===== config.mk =====
export PLATFORM = sky130hd
export DESIGN_NAME = smartcard_atr_parser
export DESIGN_NICKNAME = d
export VERILOG_FILES = /design/src/rtl/scatr_pkg.sv /design/src/rtl/smartcard_atr_parser.sv /design/src/rtl/scatr_core.sv
export VERILOG_INCLUDE_DIRS = /design/src /design/src/rtl
export SDC_FILE = /design/constraint.sdc
export NUM_CORES = 1
export LEC_CHECK = 0
export BUFFER_PORTS_ARGS = -buffer_cell sky130_fd_sc_hd__buf_2
export CORE_MARGIN = 4
export CORE_UTILIZATION = 50
export CTS_CLUSTER_SIZE = 24
export DETAILED_ROUTE_END_ITERATION = 8
export PLACE_DENSITY = 0.74
export SLEW_MARGIN = 0
export SYNTH_ARGS = -nofsm -noshare
export SYNTH_HDL_FRONTEND = slang
export SYNTH_SLANG_ARGS = --single-unit
export TNS_END_PERCENT = 10

===== constraint.sdc =====
create_clock -name clk -period 9.49 [get_ports clk]
set_input_delay 1.898 -clock clk [delete_from_list [all_inputs] [get_ports clk]]
set_output_delay 1.898 -clock clk [all_outputs]
set_load 0.005 [all_outputs]

===== src/rtl/smartcard_atr_parser_macros.svh =====
// Assertion helpers for the ATR parser; empty when synthesized.
`ifndef SMARTCARD_ATR_PARSER_MACROS_SVH
`define SMARTCARD_ATR_PARSER_MACROS_SVH

`ifndef SYNTHESIS
`define SCATR_ASSERT(lbl, prop, msg) \
  lbl: assert property (@(posedge clk) disable iff (rst) (prop)) else $error(msg);
`define SCATR_ASSERT_NEXT(lbl, ante, cons, msg) \
  lbl: assert property (@(posedge clk) disable iff (rst) (ante) |=> (cons)) else $error(msg);
`else
`define SCATR_ASSERT(lbl, prop, msg)
`define SCATR_ASSERT_NEXT(lbl, ante, cons, msg)
`endif

`endif


===== src/rtl/scatr_pkg.sv =====
package scatr_pkg;

  typedef enum logic [3:0] {
    PH_PARSING  = 4'b0001,
    PH_COMPLETE = 4'b0010,
    PH_INVALID  = 4'b0100,
    PH_IDLE     = 4'b1000
  } phase_t;

  localparam logic [1:0] ST_PARSING  = 2'd0;
  localparam logic [1:0] ST_COMPLETE = 2'd1;
  localparam logic [1:0] ST_INVALID  = 2'd2;
  localparam logic [1:0] ST_IDLE     = 2'd3;

  localparam logic [7:0] TS_DIRECT  = 8'h3B;
  localparam logic [7:0] TS_INVERSE = 8'h3F;
  localparam logic [3:0] GROUP_T0   = 4'd0;
  localparam logic [3:0] GROUP_1    = 4'd1;
  localparam logic [3:0] GROUP_2    = 4'd2;
  localparam logic [3:0] GROUP_LAST = 4'd15;
  localparam logic [3:0] PROTO_T1   = 4'd1;

  typedef struct packed {
    logic [3:0] hist;
    logic [7:0] fi_di;
    logic [7:0] n;
    logic [7:0] wi;
    logic [7:0] proto;
    logic [7:0] ifsc;
    logic [7:0] cwi_bwi;
    logic [7:0] ii_pi1;
    logic [7:0] pi2;
    logic [2:0] flags;
  } fields_t;

  typedef struct packed {
    logic [1:0] status;
    fields_t    fields;
  } result_t;

  function automatic logic [1:0] status_of(phase_t ph);
    logic [1:0] code;
    case (ph)
      PH_PARSING:  code = ST_PARSING;
      PH_COMPLETE: code = ST_COMPLETE;
      PH_INVALID:  code = ST_INVALID;
      default:     code = ST_IDLE;
    endcase
    return code;
  endfunction

endpackage


===== src/rtl/smartcard_atr_parser.sv =====
// ATR parser: takes one answer-to-reset byte per transaction and returns one
// result per byte with the parse status and every field decoded so far. A new
// byte is accepted every cycle when the result side keeps up; each byte sits
// in an input register, goes through a single decode step that updates the
// parse state, and lands in the result register when the result side is free.
// The block is ready right after reset; no clearing pass is needed.
module smartcard_atr_parser (
  input  logic       clk,
  input  logic       rst,
  input  logic       in_valid,
  output logic       in_ready,
  input  logic [7:0] atr_byte,
  input  logic       start_req,
  output logic       out_valid,
  input  logic       out_ready,
  output logic [1:0] status,
  output logic [3:0] hist_count,
  output logic [3:0] fi,
  output logic [3:0] di,
  output logic [7:0] guard_n,
  output logic [7:0] wait_wi,
  output logic [7:0] protocols,
  output logic [7:0] ifsc,
  output logic [7:0] cwi_bwi,
  output logic [7:0] ii_pi1,
  output logic [7:0] pi2,
  output logic [2:0] mode_flags
);
  import scatr_pkg::*;

  logic       in_full;
  logic [7:0] byte_q;
  logic       start_q;
  logic       advance;
  result_t    core_result;
  result_t    result_q;

  assign advance  = in_full && (!out_valid || out_ready);
  assign in_ready = !in_full || advance;

  always_ff @(posedge clk) begin
    if (rst) begin
      in_full <= 1'b0;
    end else if (in_valid && in_ready) begin
      in_full <= 1'b1;
    end else if (advance) begin
      in_full <= 1'b0;
    end
  end

  always_ff @(posedge clk) begin
    if (in_valid && in_ready) begin
      byte_q  <= atr_byte;
      start_q <= start_req;
    end
  end

  scatr_core u_core (
    .clk       (clk),
    .rst       (rst),
    .step      (advance),
    .atr_byte  (byte_q),
    .start_req (start_q),
    .result    (core_result)
  );

  always_ff @(posedge clk) begin
    if (rst) begin
      out_valid <= 1'b0;
    end else if (advance) begin
      out_valid <= 1'b1;
    end else if (out_ready) begin
      out_valid <= 1'b0;
    end
  end

  // hold the result until the downstream side takes it
  always_ff @(posedge clk) begin
    if (advance) begin
      result_q <= core_result;
    end
  end

  assign status     = result_q.status;
  assign hist_count = result_q.fields.hist;
  assign fi         = result_q.fields.fi_di[7:4];
  assign di         = result_q.fields.fi_di[3:0];
  assign guard_n    = result_q.fields.n;
  assign wait_wi    = result_q.fields.wi;
  assign protocols  = result_q.fields.proto;
  assign ifsc       = result_q.fields.ifsc;
  assign cwi_bwi    = result_q.fields.cwi_bwi;
  assign ii_pi1     = result_q.fields.ii_pi1;
  assign pi2        = result_q.fields.pi2;
  assign mode_flags = result_q.fields.flags;

endmodule


===== src/rtl/scatr_core.sv =====
`include "smartcard_atr_parser_macros.svh"

module scatr_core (
  input  logic              clk,
  input  logic              rst,
  input  logic              step,
  input  logic [7:0]        atr_byte,
  input  logic              start_req,
  output scatr_pkg::result_t result
);
  import scatr_pkg::*;

  phase_t     phase, phase_next;
  logic [3:0] pending, pending_next;
  logic [3:0] group, group_next;
  fields_t    fields, fields_next;
  logic [3:0] cur_proto;

  assign cur_proto = fields.proto[3:0];

  always_comb begin
    phase_next   = phase;
    pending_next = pending;
    group_next   = group;
    fields_next  = fields;
    if (step) begin
      if (start_req) begin
        pending_next = '0;
        group_next   = GROUP_T0;
        fields_next  = '0;
        phase_next   = (atr_byte == TS_DIRECT || atr_byte == TS_INVERSE) ?
                       PH_PARSING : PH_INVALID;
      end else if (phase == PH_PARSING) begin
        if (group == GROUP_T0) begin
          // T0: historical count and first presence mask
          fields_next.hist = atr_byte[3:0];
          pending_next     = atr_byte[7:4];
          group_next       = GROUP_1;
        end else if (pending[0]) begin
          pending_next[0] = 1'b0;
          if (group == GROUP_1) begin
            fields_next.fi_di = atr_byte;
          end else if (group == GROUP_2) begin
            fields_next.flags = {atr_byte[4], atr_byte[7], 1'b1};
          end else if (cur_proto == PROTO_T1) begin
            fields_next.ifsc = atr_byte;
          end
        end else if (pending[1]) begin
          pending_next[1] = 1'b0;
          if (group == GROUP_1) begin
            fields_next.ii_pi1 = atr_byte;
          end else if (group == GROUP_2) begin
            fields_next.pi2 = atr_byte;
          end else if (cur_proto == PROTO_T1) begin
            fields_next.cwi_bwi = atr_byte;
          end
        end else if (pending[2]) begin
          pending_next[2] = 1'b0;
          if (group == GROUP_1) begin
            fields_next.n = atr_byte;
          end else if (group == GROUP_2) begin
            fields_next.wi = atr_byte;
          end
        end else begin
          // TD: set protocol, chain to the next group
          if (group == GROUP_1) begin
            fields_next.proto = {atr_byte[3:0], atr_byte[3:0]};
          end else begin
            fields_next.proto[3:0] = atr_byte[3:0];
          end
          pending_next = atr_byte[7:4];
          if (group != GROUP_LAST) begin
            group_next = group + 4'd1;
          end
        end
        if (pending_next == 4'd0) begin
          phase_next = PH_COMPLETE;
        end
      end
    end
  end

  always_ff @(posedge clk) begin
    if (rst) begin
      phase   <= PH_IDLE;
      pending <= '0;
      group   <= GROUP_T0;
      fields  <= '0;
    end else begin
      phase   <= phase_next;
      pending <= pending_next;
      group   <= group_next;
      fields  <= fields_next;
    end
  end

  assign result = '{status: status_of(phase_next), fields: fields_next};

  `SCATR_ASSERT(a_complete_no_pending, (phase != PH_COMPLETE) || (pending == 4'd0), "complete with interface bytes pending")
  `SCATR_ASSERT(a_invalid_cleared, (phase != PH_INVALID) || (fields == '0 && group == GROUP_T0), "invalid TS left fields set")
  `SCATR_ASSERT_NEXT(a_ts_starts_parse, step && start_req && (atr_byte == TS_DIRECT || atr_byte == TS_INVERSE), phase == PH_PARSING && group == GROUP_T0, "valid TS did not start parsing")

endmodule

======== Yosys cells after proc, flatten, opt, wreduce, memory -nomap -nowiden ========
Index checks and enable logic that the tools add are counted.
word-level totals
  bits in registers ....................... 167
  bits of input ports ..................... 13
  output and inout port bits .............. 75
  word-level logic and storage cells ...... 118
cells by class
  add/subtract/negate cells ............... 1
  equality and inequality tests ........... 13
  mux-type cells .......................... 61
  reductions and logical operators ........ 15
operator list
  kind                 number
  $mux 71              3
  $mux 8               16
  $mux 24              4
  $mux 4               19
  $mux 67              1
  $eq 4x1->1 const B   4
  $eq 8x6->1 const B   2
  $mux 16              1
  $mux 3               5
  $mux 1               9
  $ne 3x3->1 const B   3
  $eq 4x2->1 const B   2
  $logic_not 4->1      2
  $pmux 2 s3           1
  $reduce_and 6->1     1
  $reduce_bool 2->1    3
  $add 4x1->4 const B  1
  $eq 4x3->1 const B   1
  $mux 2               2
  $ne 4x4->1 const B   1
  $logic_or 1x1->1     3
  $reduce_bool 3->1    1
  $logic_and 1x1->1    2
  $logic_not 1->1      2
  $reduce_and 2->1     1

======== Logic depth before layout (Yosys ltp) ========
  word-level depth ........................ 14
  mapped depth ............................ 8
  mapped depth without buffers ............ 6

======== Modules after synthesis ========
A second synthesis with hierarchy kept.
second synthesis, totals
  cells, all modules ...................... 526
  area total of the unflattened synthesis .. 6439.9 sq um
modules (own cells, without submodules)
  module                instances  cells an instance  area an instance (sq um)  sequential area each (sq um)
  scatr_core            1          434                3873.7                    1661.6
  smartcard_atr_parser  1          92                 2566.2                    2502.4

======== Least setup slack after synthesis ========
OpenSTA, ideal clock, no wires.
  kind .................................... input-to-reg
  from .................................... input out_ready
  to ...................................... register result_q (netlist bit di[0]), data pin
  data arrival time ....................... 4900 ps
  required time ........................... 9231 ps
  path slack .............................. 4331 ps
  stages .................................. 6
  buffers on the path ..................... 1
  cells stage by stage .................... nand2b_1 -> nand2_1 -> clkinv_1 -> nand4_4 -> buf_6 -> mux2i_1
RTL lines
  item                    RTL line                    text
  start: declaration      smartcard_atr_parser.sv:15  input logic out_ready,
  end signal: assignment  smartcard_atr_parser.sv:80  result_q <= core_result;
  end: declaration        smartcard_atr_parser.sv:36  result_t result_q;

======== Worst setup path in the final report ========
  from .................................... input out_ready
  to ...................................... output in_ready
between the ends
  word-level cells in the longest chain between the ends .. 3
ends and longest elaborated chain
  item               RTL line                    text
  $logic_or 1x1->1   smartcard_atr_parser.sv:38  assign advance = in_full && (!out_valid || out_ready);
  $logic_and 1x1->1  smartcard_atr_parser.sv:38
  $logic_or 1x1->1   smartcard_atr_parser.sv:39  assign in_ready = !in_full || advance;
  end: declaration   smartcard_atr_parser.sv:11  output logic in_ready,
Every way passes these cells.

==> impl_metrics.toml <==
[outcome]
status = "complete, no violations"

[worst_setup_path]
rr_startpoint = "out_valid"
crit_family = "simple AND/OR/NAND/NOR gates"
critPathLaunchType = "primary input"
critPathArrivalTime_ns = 2.67
worstPathCellList = "buf_2 > nor2b_1 > nand2_1 > buf_2"
critical_path_class = "in -> out"
endpoint_kind = "output port"
cp_common_cell = "buf_2"
crit_buf_inv = 2
cp.required_ns = 7.59
timing.rr.end = "guard_n[7]"
slowest_delay_ns = 0.39
reg2reg_depth = 6
cp_max_fo = 6
cp_slowest_cell = "nor2b_1"
rrSetupSlack_ns = 6.24

[die]
dieWidth_um = 125.1
core-area_mm2 = 0.01335
die_area_mm2 = 0.01565
fp-row-count = 42
pin_count = 88
start_util_pct = 51.35
die_h_um = 125.1

[detailed_routing]
wl_mm = 15.92
routedWlPerCell_um = 17.94
vias = 5241
drc = 0
drtIter0Drc = 585
first_pass_iters = 6
viasPerCell = 5.909
ant_nets = 0

[pwr]
power.leakage_nw = 3.146
power.net_switching_mw = 0.3200
seq_power_share_pct = 54.0
combPwrFrac_pct = 3.4
intPower_mw = 1.131
swShare_pct = 22.05
peakVddDrop_mv = 0.1069
p_clk_share_pct = 42.6
power_mw = 1.451
cellPowerDensity_mw_per_mm2 = 182.9

[clock_tree]
root_buffer = "clkbuf_16"
ctsHoldBuffers = 0
ctsResizeCount = 0
cts_setup_buffers = 0
cts_buffer_depth = 2
clock_sinks = 167
insertion_delay_ns = 0.43
cts.clk_slew.worst_paths_ns = 0.06
cts_made_buffers = 17
htreeDepth = 4
cts_tree = "built"

[sta]
rsz0062_at_grt = "false"
final-setup-viol-count = 0
worstMarginPinSlew_ns = 1.184
timing.fmax_mhz = 218.7
drv_slew = 0
hold_viol_final = 0
slew_headroom_pct = 20.89
fin_worst_skew_ns = 0.009778
min_period_ns = 4.573
tns_ns = 0
period_share_pct = 48.19

[synth]
synth_top_family_by_area = "simple AND/OR/NAND/NOR gates"
ys_dominant_reg_cell = "dfxtp_1"
yosys.area_share.adder_pct = 0.8762
synth_edf_count = 82
async_flop_share_pct = 0
avgSynthCellArea_um2 = 10.83
synth-seq-cells = 167
yosys_warnings = 0
seq_area_frac_synth_pct = 60.75
synth_area_mm2 = 0.006854
synth_nets = 650
synthesis.instances = 633
muxShareOfSynthArea_pct = 7.028
synth_compound_area_share_pct = 13.75
synth-simple-area-share_pct = 14.07
yosysUniqueCellTypes = 52
synth_xor_xnor_area_share_pct = 0.1278

[grt]
antenna_found_initial = 0
grt_util_met3_pct = 4.648
busiest_layer = "met2"
grt_pass1_vias = 4907
grt_pass1_wl_mm = 25.04
overflow = 0
grt_max_degree = 51
grt.met1_usage_pct = 28.03
grt_use_total_pct = 20.00
grtUsageMet2_pct = 29.74

[cells_and_area]
diodes = 0
fill_cells = 1108
fin_nets = 715
syn_to_final_growth_pct = 15.74
largest_reg_flops = 67
final_common_cell = "a21oi_1"
regArea_mm2 = 0.004164
multi_input_area_mm2 = 0.002481
layout-drive-gt1-share_pct = 19.55
post-route-util_pct = 59.43
final_cell_mix = "100 x a21oi_1, 87 x buf_2, 85 x dfxtp_1"
largest-register = "u_core.fields"

[job]
maxCapViolCount = 0

[place]
dpl.hpwl_mm = 10.14
place.gp.congestion = 0.8782
portBuffers = 87

[worst_hold_path]
hold_start = "u_core.fields[57]"
hold_path_depth = 2
min_to = "u_core.fields[57]"
hold_path_class = "reg -> reg"
metal layers:
layer / share of wire (%) / vias up
met1: 43 / 2471
li1: - / 2485
met4: 2.5 / 0
met2: 46 / 250
met5: 0 / -
met3: 8.5 / 35
power by group through the flow:
stage          registers, mW  logic, mW  clock network [mW]
2_1_floorplan          0.791     0.0311                   0
3_3_place_gp           0.798     0.0477                   0
3_5_place_dp           0.799     0.0492                   0
4_1_cts                0.783     0.0494               0.630
5_1_grt                0.785     0.0542               0.661
6_report               0.783     0.0494               0.618
cell families (layout without fill, tap and decap cells):
kind of cell,after synthesis,after routing
buffers and inverters,57,135
multiplexers,48,48
AND/OR/NAND/NOR,181,181
AO/OA/AOI/OAI,174,174
XOR/XNOR,1,1
flip-flops,167,167
adder cells (fa/ha/maj),5,5
layout make-up:
type,count,share of cell area (%)
inverters,6,0.2839
clock inverters,11,0.9306
repair buffers,97,6.435
multi-input cells,409,31.28
clock buffers,21,5.804
flip-flops and latches,167,52.49
well taps,176,2.776
synth_stat cells (all sizes together), types with 2 or more instances:
cell type / number / area, um^2
nand3b: 2 / 15.01
nor2b: 2 / 12.51
nor4b: 4 / 35.03
and3: 2 / 12.51
nor2: 16 / 60.06
dfxtp: 85 / 1702
ha: 4 / 50.05
clkbuf: 45 / 168.9
buf: 6 / 41.28
inv: 5 / 18.77
o311a: 2 / 20.02
nand3: 30 / 150.1
mux2i: 47 / 470.5
nand2: 69 / 259.0
a32o: 2 / 20.02
o21ai: 53 / 265.3
nor4: 3 / 33.78
edfxtp: 82 / 2462
and2: 3 / 18.77
o21a: 4 / 30.03
o311ai: 2 / 17.52
o211ai: 2 / 15.01
nand4b: 3 / 26.28
a21oi: 100 / 500.5
nor3: 6 / 30.03
nand4: 33 / 242.7
worst max-delay path by stage:
stage | cells after the start | end | from
after detailed placement | 7 | fi[2] | out_ready
after CTS | 4 | in_ready | out_ready
final | 4 | in_ready | out_ready
after global routing | 7 | guard_n[4] | out_ready
after floorplan | 6 | di[0] | out_ready
after global placement | 7 | guard_n[1] | out_ready
through the flow:
stage	hold slack, ns	instance area [um^2]	cells	setup slack, ns
6_report	0.4651	7933	887	4.917
5_1_grt	0.4757	7933	887	4.685
4_1_cts	0.4646	7933	887	4.926
3_5_place_dp	0.4555	7398	855	4.546
3_3_place_gp	0.4450	7398	855	4.649
2_1_floorplan	0.4387	6854	633	4.331
worst min-delay path: cells and delay by family, from the launching register on:
family	cells	cell delay [ns]
and+or+nand+nor	1	0.05
muxes	1	0.05
DFF	1	0.31
Power figures use the tool's default switching activity.
